## config.mk

```make
export PLATFORM = sky130hd
export DESIGN_NAME = glyph_row_color_expander_unit_flat
export DESIGN_NICKNAME = d
export VERILOG_FILES = /design/src/rtl/gre_pkg.sv /design/src/rtl/gre_chan_if.sv /design/src/rtl/gre_palette.sv /design/src/rtl/gre_serializer.sv /design/src/rtl/glyph_row_color_expander_unit.sv /design/src/flat_wrapper.sv
export SDC_FILE = /design/constraint.sdc
export NUM_CORES = 2
export LEC_CHECK = 0
export BUFFER_PORTS_ARGS = -buffer_cell sky130_fd_sc_hd__buf_2
export CAP_MARGIN = 20
export CORE_MARGIN = 5
export CORE_UTILIZATION = 58
export CTS_BUF_LIST = sky130_fd_sc_hd__clkbuf_8
export DETAILED_ROUTE_END_ITERATION = 12
export GPL_ROUTABILITY_DRIVEN = 1
export PLACE_DENSITY = 0.85
export RECOVER_POWER = 25
export SYNTH_ARGS = -nofsm -noshare
export SYNTH_HDL_FRONTEND = slang
export SYNTH_SLANG_ARGS = --single-unit
```

## constraint.sdc

```tcl
create_clock -name clk -period 5.3 [get_ports clk]
set_input_delay 0.265 -clock clk [delete_from_list [all_inputs] [get_ports clk]]
set_output_delay 0.265 -clock clk [all_outputs]
set_load 0.1 [all_outputs]
```

## src/rtl/gre_pkg.sv

```systemverilog
// ----------------------------------------------------------------------------
// gre_pkg
// Types and constants shared by the glyph row color expander.
// ----------------------------------------------------------------------------
package gre_pkg;

	localparam int PALETTE_ENTRIES = 16;
	localparam int PAL_AW          = $clog2(PALETTE_ENTRIES);
	localparam int MAX_WORDS       = 4;
	localparam int CELL_ROW_W      = 14;   // line * height + row, at most 16096
	localparam int ROW_OFF_W       = 30;   // cell row * line bytes
	localparam int CFG_IDX_W       = 3;
	localparam int CFG_DATA_W      = 32;

	typedef enum logic {
		OP_RENDER  = 1'b0,
		OP_PALETTE = 1'b1
	} gre_op_t;

	typedef enum logic [CFG_IDX_W-1:0] {
		CFG_PIXEL_MODE   = 3'd0,
		CFG_FRAME_BASE   = 3'd1,
		CFG_LINE_BYTES   = 3'd2,
		CFG_GLYPH_HEIGHT = 3'd3,
		CFG_FG_SHIFT     = 3'd4,
		CFG_BG_SHIFT     = 3'd5
	} gre_cfg_idx_t;

	typedef struct packed {
		gre_op_t     operation;
		logic [3:0]  palette_index;
		logic [15:0] palette_value;
		logic [15:0] char_code;
		logic [7:0]  text_column;
		logic [7:0]  text_line;
		logic [4:0]  glyph_row;
		logic [7:0]  row_bits;
	} gre_in_t;

	typedef struct packed {
		logic [31:0] write_address;
		logic [31:0] write_data;
		logic        last_word;
	} gre_out_t;

	// palette write request
	typedef struct packed {
		logic              en;
		logic [PAL_AW-1:0] index;
		logic [15:0]       value;
	} gre_pal_wr_t;

	// one expanded row handed to the output stage
	typedef struct packed {
		logic [31:0]                 base_addr;
		logic [MAX_WORDS-1:0][31:0]  words;
		logic                        wide;
	} gre_row_t;

endpackage

```

## src/rtl/gre_chan_if.sv

```systemverilog
// ----------------------------------------------------------------------------
// gre_chan_if
// Valid/ready channel carrying one payload per request.
// ----------------------------------------------------------------------------
interface gre_chan_if #(
	parameter type payload_t = logic
) ();
	logic     valid;
	logic     ready;
	payload_t data;

	modport source (output valid, output data, input ready);
	modport sink   (input valid, input data, output ready);
endinterface

```

## src/rtl/gre_palette.sv

```systemverilog
// ----------------------------------------------------------------------------
// gre_palette
// 16-entry color palette: one write port, two registered read ports.
// Entries read as zero until first written.
// ----------------------------------------------------------------------------
module gre_palette import gre_pkg::*; (
	input  logic              clk,
	input  logic              arst_n,
	input  gre_pal_wr_t       wr,
	input  logic              rd_en,
	input  logic [PAL_AW-1:0] rd_index_a,
	input  logic [PAL_AW-1:0] rd_index_b,
	output logic [15:0]       rd_data_a,
	output logic [15:0]       rd_data_b
);

	logic [15:0]                mem [PALETTE_ENTRIES];
	logic [PALETTE_ENTRIES-1:0] written_q;
	logic [15:0]                data_a_q;
	logic [15:0]                data_b_q;
	logic                       hit_a_q;
	logic                       hit_b_q;

	always_ff @(posedge clk) begin
		if (wr.en) begin
			mem[wr.index] <= wr.value;
		end
		if (rd_en) begin
			data_a_q <= mem[rd_index_a];
			data_b_q <= mem[rd_index_b];
		end
	end

	always_ff @(posedge clk or negedge arst_n) begin
		if (!arst_n) begin
			written_q <= '0;
			hit_a_q   <= 1'b0;
			hit_b_q   <= 1'b0;
		end else begin
			if (wr.en) begin
				written_q[wr.index] <= 1'b1;
			end
			if (rd_en) begin
				hit_a_q <= written_q[rd_index_a];
				hit_b_q <= written_q[rd_index_b];
			end
		end
	end

	assign rd_data_a = hit_a_q ? data_a_q : 16'd0;
	assign rd_data_b = hit_b_q ? data_b_q : 16'd0;

endmodule

```

## src/rtl/gre_serializer.sv

```systemverilog
// ----------------------------------------------------------------------------
// gre_serializer
// Output stage: hold one expanded row and issue its words one per cycle while out_chan is ready.
// ----------------------------------------------------------------------------
module gre_serializer import gre_pkg::*; (
	input  logic          clk,
	input  logic          arst_n,
	input  logic          load,
	input  gre_row_t      row,
	output logic          free,
	gre_chan_if.source    out_chan
);

	localparam int KW = $clog2(MAX_WORDS);

	logic                       v_q;
	logic [KW-1:0]              k_q;
	logic [31:0]                addr_q;
	logic [MAX_WORDS-1:0][31:0] words_q;
	logic                       wide_q;
	logic                       last;
	logic                       take;

	assign last = wide_q ? (k_q == KW'(MAX_WORDS - 1)) : (k_q == KW'(1));
	assign take = v_q && out_chan.ready;
	assign free = !v_q || (out_chan.ready && last);

	always_ff @(posedge clk or negedge arst_n) begin
		if (!arst_n) begin
			v_q <= 1'b0;
			k_q <= '0;
		end else if (load) begin
			v_q <= 1'b1;
			k_q <= '0;
		end else if (take) begin
			if (last) begin
				v_q <= 1'b0;
			end
			k_q <= k_q + KW'(1);
		end
	end

	always_ff @(posedge clk) begin
		if (load) begin
			addr_q  <= row.base_addr;
			words_q <= row.words;
			wide_q  <= row.wide;
		end else if (take) begin
			addr_q <= addr_q + 32'd4;
		end
	end

	assign out_chan.valid              = v_q;
	assign out_chan.data.write_address = addr_q;
	assign out_chan.data.write_data    = words_q[k_q];
	assign out_chan.data.last_word     = last;

endmodule

```

## src/rtl/glyph_row_color_expander_unit.sv

```systemverilog
// ----------------------------------------------------------------------------
// glyph_row_color_expander_unit
// Expand one 8-pixel font row into 32-bit framebuffer write words.
// ----------------------------------------------------------------------------
//
//   channel   | dir | payload                                   | per request
//   ----------+-----+-------------------------------------------+---------------------
//   in_chan   | in  | gre_in_t: render row or palette write     | 0, 2 or 4 results
//   out_chan  | out | gre_out_t: address, data, last_word       | one framebuffer word
//   cfg_*     | in  | register index and data, write enable     | one register
//
// Flow: a render request passes two pipeline stages (cell row, line offset
// plus palette read) and is expanded into address and pixels on its way into
// the output register, where its first word shows once the row is loaded.
// The output register issues one word per cycle while out_chan is ready,
// two words a row at 8 bpp and four at 16 bpp, and loads the next row as
// the last word leaves; that port sets the rate. Palette writes produce no words.
// Reset: clears valid bits, palette written flags and registers to their
// defaults. Stalls: a busy output register holds stage 2, a full stage 2 holds
// stage 1 and a full stage 1 holds the input; empty stages keep filling.
// ----------------------------------------------------------------------------
module glyph_row_color_expander_unit import gre_pkg::*; (
	input  logic                  clk,
	input  logic                  arst_n,
	input  logic                  cfg_we,
	input  logic [CFG_IDX_W-1:0]  cfg_index,
	input  logic [CFG_DATA_W-1:0] cfg_data,
	gre_chan_if.sink              in_chan,
	gre_chan_if.source            out_chan
);

	// configuration registers
	logic        pixel_mode_q;
	logic [31:0] frame_base_q;
	logic [15:0] line_bytes_q;
	logic [5:0]  glyph_height_q;
	logic [3:0]  fg_shift_q;
	logic [3:0]  bg_shift_q;

	always_ff @(posedge clk or negedge arst_n) begin
		if (!arst_n) begin
			pixel_mode_q   <= 1'b0;
			frame_base_q   <= 32'd0;
			line_bytes_q   <= 16'd640;
			glyph_height_q <= 6'd16;
			fg_shift_q     <= 4'd8;
			bg_shift_q     <= 4'd12;
		end else if (cfg_we) begin
			unique case (cfg_index)
				CFG_PIXEL_MODE:   pixel_mode_q   <= cfg_data[0];
				CFG_FRAME_BASE:   frame_base_q   <= cfg_data[31:0];
				CFG_LINE_BYTES:   line_bytes_q   <= cfg_data[15:0];
				CFG_GLYPH_HEIGHT: glyph_height_q <= cfg_data[5:0];
				CFG_FG_SHIFT:     fg_shift_q     <= cfg_data[3:0];
				CFG_BG_SHIFT:     bg_shift_q     <= cfg_data[3:0];
				default: ;
			endcase
		end
	end

	// stage enables: a stage advances when its successor frees up
	logic v_s1, v_s2;
	logic en1, en2, en3;

	assign en2 = !v_s2 || en3;
	assign en1 = !v_s1 || en2;
	assign in_chan.ready = en1;

	// ---- stage 1: cell row index and color indices ----
	logic [CELL_ROW_W-1:0] cell_row_c;
	logic [15:0]           fg_sh_c, bg_sh_c;

	assign cell_row_c = CELL_ROW_W'(in_chan.data.text_line) * CELL_ROW_W'(glyph_height_q)
	                  + CELL_ROW_W'(in_chan.data.glyph_row);
	assign fg_sh_c = in_chan.data.char_code >> fg_shift_q;
	assign bg_sh_c = in_chan.data.char_code >> bg_shift_q;

	gre_op_t               op_s1;
	logic [3:0]            pidx_s1;
	logic [15:0]           pval_s1;
	logic [CELL_ROW_W-1:0] cell_row_s1;
	logic [7:0]            col_s1;
	logic [3:0]            fg_s1, bg_s1;
	logic [7:0]            bits_s1;

	always_ff @(posedge clk or negedge arst_n) begin
		if (!arst_n) begin
			v_s1 <= 1'b0;
		end else if (en1) begin
			v_s1 <= in_chan.valid;
		end
	end

	always_ff @(posedge clk) begin
		if (en1) begin
			op_s1       <= in_chan.data.operation;
			pidx_s1     <= in_chan.data.palette_index;
			pval_s1     <= in_chan.data.palette_value;
			cell_row_s1 <= cell_row_c;
			col_s1      <= in_chan.data.text_column;
			fg_s1       <= fg_sh_c[3:0];
			bg_s1       <= bg_sh_c[3:0];
			bits_s1     <= in_chan.data.row_bits;
		end
	end

	// ---- stage 2: line offset, palette access ----
	// Palette writes land as their request leaves stage 1, so a later
	// render request always reads them.
	gre_pal_wr_t pal_wr;
	logic [15:0] pal_fg, pal_bg;

	assign pal_wr.en    = en2 && v_s1 && (op_s1 == OP_PALETTE);
	assign pal_wr.index = pidx_s1;
	assign pal_wr.value = pval_s1;

	gre_palette u_palette (
		.clk        (clk),
		.arst_n     (arst_n),
		.wr         (pal_wr),
		.rd_en      (en2),
		.rd_index_a (fg_s1),
		.rd_index_b (bg_s1),
		.rd_data_a  (pal_fg),
		.rd_data_b  (pal_bg)
	);

	gre_op_t              op_s2;
	logic [ROW_OFF_W-1:0] row_off_s2;
	logic [7:0]           col_s2;
	logic [3:0]           fg_s2, bg_s2;
	logic [7:0]           bits_s2;

	always_ff @(posedge clk or negedge arst_n) begin
		if (!arst_n) begin
			v_s2 <= 1'b0;
		end else if (en2) begin
			v_s2 <= v_s1;
		end
	end

	always_ff @(posedge clk) begin
		if (en2) begin
			op_s2      <= op_s1;
			row_off_s2 <= ROW_OFF_W'(cell_row_s1) * ROW_OFF_W'(line_bytes_q);
			col_s2     <= col_s1;
			fg_s2      <= fg_s1;
			bg_s2      <= bg_s1;
			bits_s2    <= bits_s1;
		end
	end

	// ---- stage 3: word address and pixel expansion ----
	gre_row_t    row_c;
	logic [31:0] col_off_c;
	logic [7:0]  fg_byte, bg_byte;

	assign col_off_c = pixel_mode_q ? (32'(col_s2) << 4) : (32'(col_s2) << 3);
	assign fg_byte   = {4'd0, fg_s2};
	assign bg_byte   = {4'd0, bg_s2};

	always_comb begin
		row_c.base_addr = frame_base_q + 32'(row_off_s2) + col_off_c;
		row_c.wide      = pixel_mode_q;
		row_c.words     = '0;
		for (int k = 0; k < MAX_WORDS; k++) begin
			if (pixel_mode_q) begin
				// leftmost pixel to the low halfword
				for (int h = 0; h < 2; h++) begin
					row_c.words[k][16*h +: 16] = bits_s2[7 - 2*k - h] ? pal_fg : pal_bg;
				end
			end else if (k < 2) begin
				// leftmost pixel to the low byte
				for (int j = 0; j < 4; j++) begin
					row_c.words[k][8*j +: 8] = bits_s2[7 - 4*k - j] ? fg_byte : bg_byte;
				end
			end
		end
	end

	// drop palette writes here; only render rows reach the output stage
	logic load3;

	assign load3 = en3 && v_s2 && (op_s2 == OP_RENDER);

	gre_serializer u_serializer (
		.clk      (clk),
		.arst_n   (arst_n),
		.load     (load3),
		.row      (row_c),
		.free     (en3),
		.out_chan (out_chan)
	);

	// words of one row follow each other at consecutive addresses
	assert property (@(posedge clk) disable iff (!arst_n)
		out_chan.valid && out_chan.ready && !out_chan.data.last_word |=>
			out_chan.valid &&
			out_chan.data.write_address == $past(out_chan.data.write_address) + 32'd4)
		else $error("row words not at consecutive addresses");

	// a stalled stage 1 keeps its request
	assert property (@(posedge clk) disable iff (!arst_n)
		v_s1 && !en2 |=> v_s1 && $stable(cell_row_s1) && $stable(bits_s1))
		else $error("stage 1 request lost under stall");

	// no request enters while the output stage is blocked and the pipe is full
	assert property (@(posedge clk) disable iff (!arst_n)
		in_chan.ready |-> !v_s1 || !v_s2 || en3)
		else $error("input accepted into a full pipeline");

endmodule

```

## src/flat_wrapper.sv

```systemverilog
// flat-port wrapper written by rule: the top's interface ports become plain ports
module glyph_row_color_expander_unit_flat import gre_pkg::*;
  (clk, arst_n, cfg_we, cfg_index, cfg_data, in_chan_valid, in_chan_data, in_chan_ready, out_chan_valid, out_chan_data, out_chan_ready);
  gre_chan_if #(.payload_t(gre_in_t)) in_chan_i ();
  gre_chan_if #(.payload_t(gre_out_t)) out_chan_i ();
  input  logic clk;
  input  logic arst_n;
  input  logic cfg_we;
  input  logic [CFG_IDX_W-1:0] cfg_index;
  input  logic [CFG_DATA_W-1:0] cfg_data;
  input wire logic [$bits(in_chan_i.valid)-1:0] in_chan_valid;
  input wire logic [$bits(in_chan_i.data)-1:0] in_chan_data;
  output wire logic [$bits(in_chan_i.ready)-1:0] in_chan_ready;
  output wire logic [$bits(out_chan_i.valid)-1:0] out_chan_valid;
  output wire logic [$bits(out_chan_i.data)-1:0] out_chan_data;
  input wire logic [$bits(out_chan_i.ready)-1:0] out_chan_ready;
  assign in_chan_i.valid = in_chan_valid;
  assign in_chan_i.data = in_chan_data;
  assign in_chan_ready = in_chan_i.ready;
  assign out_chan_valid = out_chan_i.valid;
  assign out_chan_data = out_chan_i.data;
  assign out_chan_i.ready = out_chan_ready;
  glyph_row_color_expander_unit u_core (.clk(clk), .arst_n(arst_n), .cfg_we(cfg_we), .cfg_index(cfg_index), .cfg_data(cfg_data), .in_chan(in_chan_i), .out_chan(out_chan_i));
endmodule
```

## After elaboration in Yosys (flattened, before gate mapping)

Memories as Yosys holds them, arrays and structs flattened. A register that Yosys moved wholly into a read port is not among the register bits.
Index checks and enable logic that the tools add are counted.
W data, S select, Z words.

- Multiply operators: 2
- $add $sub $neg: 5
- Eq/ne operators: 7
- Reduce and logical (&&, ||, !) cells: 23
- Multiplexer cells: 39
- Bitwise operators: 2
- Shifts and indexed selects: 2
- $lt $le $gt $ge: 5

Operator list:

| operator | count |
|---|---|
| $mux W16 | 10 |
| $mux W32 | 5 |
| $bmux W32 S2 | 1 |
| $add A32 B3 Y32 const B | 1 |
| $add A32 B30 Y32 | 1 |
| $add A32 B32 Y32 | 1 |
| $mux W4 | 8 |
| $shr A16 B4 Y4 | 2 |
| $mul A14 B16 Y30 | 1 |
| $or A16 B16 Y16 | 1 |
| $lt A4 B5 Y1 const B | 3 |
| $add A14 B5 Y14 | 1 |
| $mul A8 B6 Y14 | 1 |
| $reduce_and A2 Y1 | 7 |
| $mux W12 | 1 |
| $mux W1 | 9 |
| $bmux W1 S4 | 2 |
| $logic_and A1 B1 Y1 | 7 |
| $eq A3 B2 Y1 const B | 2 |
| $eq A3 B3 Y1 const B | 2 |
| $demux W1 S4 | 1 |
| $ge A4 B1 Y1 const B | 1 |
| $mux W2 | 2 |
| $reduce_bool A2 Y1 | 2 |
| 9 further kinds | 13 |

- Output and inout bits: 67
- RAM bits: 256
- Memories: 1
- Bits of input ports: 106
- Word-level logic and storage cells: 119
- Register bits: 361

Memories:

| name | words | bits a word | read ports | clocked after Yosys merged registers in | wr ports | line | source |
|---|---|---|---|---|---|---|---|
| u_core.u_palette.mem | 16 | 16 | 2 | 2 | 1 | gre_palette.sv:17 | `logic [15:0] mem [PALETTE_ENTRIES];` |

## Depth between registers and ports, before layout

- Depth after elaboration: 9
- Depth in mapped cells: 23
- Mapped depth without buffers: 22

## Modules after synthesis

A second synthesis with hierarchy kept.

- Cells, all modules: 3067
- Area total of the unflattened synthesis: 41307.1 µm²

By module, submodules not included:

| module | instances | cells each | sequential area each (µm²) | area an instance (µm²) |
|---|---|---|---|---|
| glyph_row_color_expander_unit | 1 | 2081 | 5057.4 | 20754.9 |
| gre_palette | 1 | 595 | 9098.7 | 13800.7 |
| gre_serializer | 1 | 391 | 4909.7 | 6751.5 |

## Worst setup path after synthesis

No wires, ideal clock.

- Path kind: register to register
- Start: register u_core.cell_row_s1[2]
- End: register u_core.row_off_s2[27], data pin
- Setup slack: -590 ps
- Clock period less this slack: 5890 ps
- Data arrival time: 5631 ps
- Stages on the path, launching flop included: 24
- Required time: 5041 ps
- Setup time: 259 ps
- Path buffers: 1
- Cell sequence: edfxtp_1 -> clkbuf_1 -> and2_1 -> fa_1 -> inv_1 -> fa_1 -> inv_1 -> fa_1 -> inv_1 -> fa_1 -> inv_1 -> fa_1 -> inv_1 -> fa_1 -> inv_1 -> ha_1 -> nor2b_1 -> o21ai_0 -> a21oi_1 -> a211o_1 -> a31o_2 -> a31oi_1 -> o21ai_1 -> xnor2_1

- Cells in the longest elaborated chain, start to end: 1

RTL lines:

| item | line | source |
|---|---|---|
| start: declaration | glyph_row_color_expander_unit.sv:81 | `logic [CELL_ROW_W-1:0] cell_row_s1;` |
| start signal: assignment | glyph_row_color_expander_unit.sv:99 | `cell_row_s1 <= cell_row_c;` |
| $mul A14 B16 Y30 | glyph_row_color_expander_unit.sv:145 | `row_off_s2 <= ROW_OFF_W'(cell_row_s1) * ROW_OFF_W'(line_bytes_q);` |
| end signal: assignment | glyph_row_color_expander_unit.sv:145 |  |
| end: declaration | glyph_row_color_expander_unit.sv:129 | `logic [ROW_OFF_W-1:0] row_off_s2;` |

Every way passes these cells.
A chain may end at the register's enable or synchronous reset.

## Final worst setup path

- Start: register u_core.cell_row_s1[2]
- End: register u_core.row_off_s2[21], data pin

Same word-level chain as after synthesis.

==> out/qor.csv <==
metric,value,unit
synth unique cells,73,
Post-Syn Instances,3135,
CTS root buf,clkbuf_8,
Async SR Flop Fraction,0.133,
DPL Wire Length,66500,um
Post-synth EDFFs,563,
placed cell area,43200,um2
final WL,102000,um
"non-filler cells, final",4504,
"Hold Vio Cnt, Final",0,
syn nets,3624,
initial antenna violation count,5,
Post-DRT Antenna Nets,0,
num rows,96,
Total GRT Usage,0.266,
clk_skew,0.0435,ns
DR vias/cell,6.05,
worst reg-to-reg setup slack,-0.44,ns
Worst path most repeated cell,fa_1,
clock net sink count,649,
number of fill cells in the layout,4535,
Syn Area/Cell,12.9,um2
"Clk pin slew, worst setup/hold paths",0.08,ns
slowest CP cell,fa_1,
1st-pass router iterations,6,
Hold WC Path Type,primary input to flop,
First DRT Iteration DRCs,2919,
clock latency on the worst-skew pair,0.75,ns
Starting Density,0.587,
first-pass GRT wire length,156000,um
Worst Setup Start Kind,flop,
top_reg_cell synth,edfxtp_1,
Mapped Area,40400,um2
largest net degree at the start of global routing,192,
Rel. slew slack,-0.398,
Vias,27200,
critical path capture point type,flop,
wire length per cell,22.6,um
CTS tree,done,
crit path time final,5.74,ns
nets,3982,
fin. max-slew vios,76,
I/O Pins,173,
"commonest cells after routing, fill and taps aside","edfxtp_1 (563), nand2_1 (379), inv_1 (267)",
port bufs,172,
kind of critical path,flop to flop,
maxcap violations,3,
critical path's largest stage delay,0.62,ns
YS warnings,0,
cts bufs inserted,103,
Critical R2R Capture,u_core.row_off_s2[21]$_DFFE_PP_,
Die Footprint,75100,um2
Worst Hold End,u_core.cell_row_s1[0]$_DFFE_PP_,
Setup-failing EPs final,17,
hold path depth,3,
Hold Path Origin,in_chan_data[13],
worst setup path start,u_core.cell_row_s1[2]$_DFFE_PP_,
Hold WS,0.0564,ns
vias in the first global route,27800,
gr ovfl total,0,
die height,274,um
CTS Buffer Depth,3,
H-tree levels,3,
reg2reg path depth,19,
Tcrit/Tclk final,1.08,
Area Overhead vs Synth,14.6,%
# placed instances,4218,
fin area,46300,um2
worst-margin pin slew,2.10,ns
reg2reg start,u_core.cell_row_s1[2]$_DFFE_PP_,
Core Area,68800,um2
routability cong.,0.915,
status,"finished, violations left",
crit-path max FO,6,
"commonest non-fill, non-tap cell in the layout",edfxtp_1,
failing checks,"capacitance limit, slew limit, setup timing",
Post-route DRC,0,
"Seq/Total Area, Yosys",0.472,
Die Width,274,um
crit-path cells,buf_6 -> buf_4 -> and2_4 -> fa_1 -> inv_1 -> fa_1 -> inv_1 -> fa_1 -> fa_1 -> fa_1 -> fa_1 -> ha_4 -> o21ai_2 -> a21oi_1 -> a211o_1 -> a221oi_2 -> o21ai_1 -> a21oi_2 -> xnor2_1,
max frequency,174,MHz
Worst EP arrival,6.23,ns
"Worst Setup Slack, final",-0.443,ns
critical path required time,5.78,ns
RSZ-0062 raised after global routing,true,
#FFs+latches synth,649,
layout cell share with drive strength beyond 1,0.242,
[metrics by stage]
| stage | util | TNS [ns] | setup slack, ns |
|---|---|---|---|
| after floorplan | - | -1.51 | -0.288 |
| after global placement | 0.627 | -2.93 | -0.304 |
| after detailed placement | 0.627 | -4.79 | -0.397 |
| after CTS | 0.670 | -3.66 | -0.322 |
| after global routing | 0.673 | -8.58 | -0.624 |
| final | 0.673 | -5.37 | -0.443 |
[area by class of cell]
cell class | instances | area [um2] | share of cell area
clock buffer | 112 | 1540 | 0.0333
tap | 931 | 1160 | 0.0251
antenna | 5 | 12.5 | 0.000270
multi-input combinational | 2055 | 20100 | 0.433
timing repair buffer | 437 | 3130 | 0.0676
clock inverter | 68 | 398 | 0.00859
sequential | 649 | 19100 | 0.412
inverter | 247 | 927 | 0.0200
[worst max-delay path: cells and delay by family (launching register included)]
family                   cells  cell delay, ns
AO/OA/AOI/OAI                6            1.12
XOR/XNOR                     1            0.09
adder cells (fa/ha/maj)      7            3.31
buffers and inverters        4            0.40
flip-flops                   1            0.44
AND/OR/NAND/NOR              1            0.14
[registers in the layout (all words and copies together), names as in the netlist, 16 cells and up]
name / cells
u_core.row_off_s2: 30
u_core.u_palette.data_a_q: 16
u_core.u_serializer.addr_q: 32
u_core.u_palette.written_q: 16
u_core.u_palette.data_b_q: 16
u_core.line_bytes_q: 16
u_core.frame_base_q: 32
u_core.u_serializer.words_q: 128
u_core.pval_s1: 16
u_core.u_palette.mem: 256
[how the worst max path moves through the flow]
stage / end / slack [ns]
2_1_floorplan: u_core.row_off_s2[23]$_DFFE_PP_ / -0.29
3_3_place_gp: u_core.row_off_s2[29]$_DFFE_PP_ / -0.30
3_5_place_dp: u_core.row_off_s2[29]$_DFFE_PP_ / -0.40
4_1_cts: u_core.row_off_s2[21]$_DFFE_PP_ / -0.32
5_1_grt: u_core.row_off_s2[21]$_DFFE_PP_ / -0.62
6_report: u_core.row_off_s2[21]$_DFFE_PP_ / -0.44
[repair_timing]
action                                 4_1_cts  5_1_grt
buffers inserted                            19        6
setup endpoints to repair                   17       21
gates resized for setup                     25       36
hold buffers                                75        0
endpoints found under the hold margin      136        0
pin swaps                                   22       25
[cells in the mapped netlist, types with 3 or more instances]
cell      number  area (um2)
nor3b_1        3        22.5
a211oi_1      16         120
buf_1         25        93.8
or3_1          4        25.0
xor2_1        31         272
buf_4          3        22.5
dfrtp_1       80        2000
inv_1        246         923
o21bai_1      12        90.1
and2_1       234        1460
nand2_1      382        1430
mux2_2        77         867
o21a_1        12        90.1
and3_1         7        43.8
nand3_1       26         130
mux2i_1       51         510
dfstp_2        6         158
o21ai_1        5        25.0
ha_1         181        2260
and4_1         4        35.0
clkbuf_1     136         510
nand2b_1      13        81.3
or2_2         15        93.8
o21ai_0      196         981
buf_2         15        75.1
a211o_1        3        26.3
nand4b_1       3        26.3
nor2_1        85         319
nor2b_1       17         106
nand4_1        8        50.1
mux4_2       214        4820
a21o_1        27         203
xnor2_1       66         578
fa_1         202        4040
a21oi_1       97         485
edfxtp_1     563       16900
nor3_1        16        80.1
a31oi_1        7        43.8
[metal layers]
layer,vias to the layer above,part of all wire,wire [um],GRT usage
met4,4,0.036,3710,0.0943
met2,1567,0.47,48400,0.420
met5,-,0.00033,34,0
li1,11900,-,-,-
met3,297,0.11,10700,0.0590
met1,13400,0.38,39100,0.370
[cells by family after synthesis]
group / count (synthesis) / synth area share
xor+xnor: 97 / 0.0210
flops: 649 / 0.472
fa+ha+maj: 383 / 0.156
compound gates: 406 / 0.0582
mux: 342 / 0.153
simple gates: 827 / 0.0985
buf+inv: 431 / 0.0414
Power is left out: the tool's default activity adds up to more than one toggle a clock period on the data nets, which glitch-free logic cannot reach.
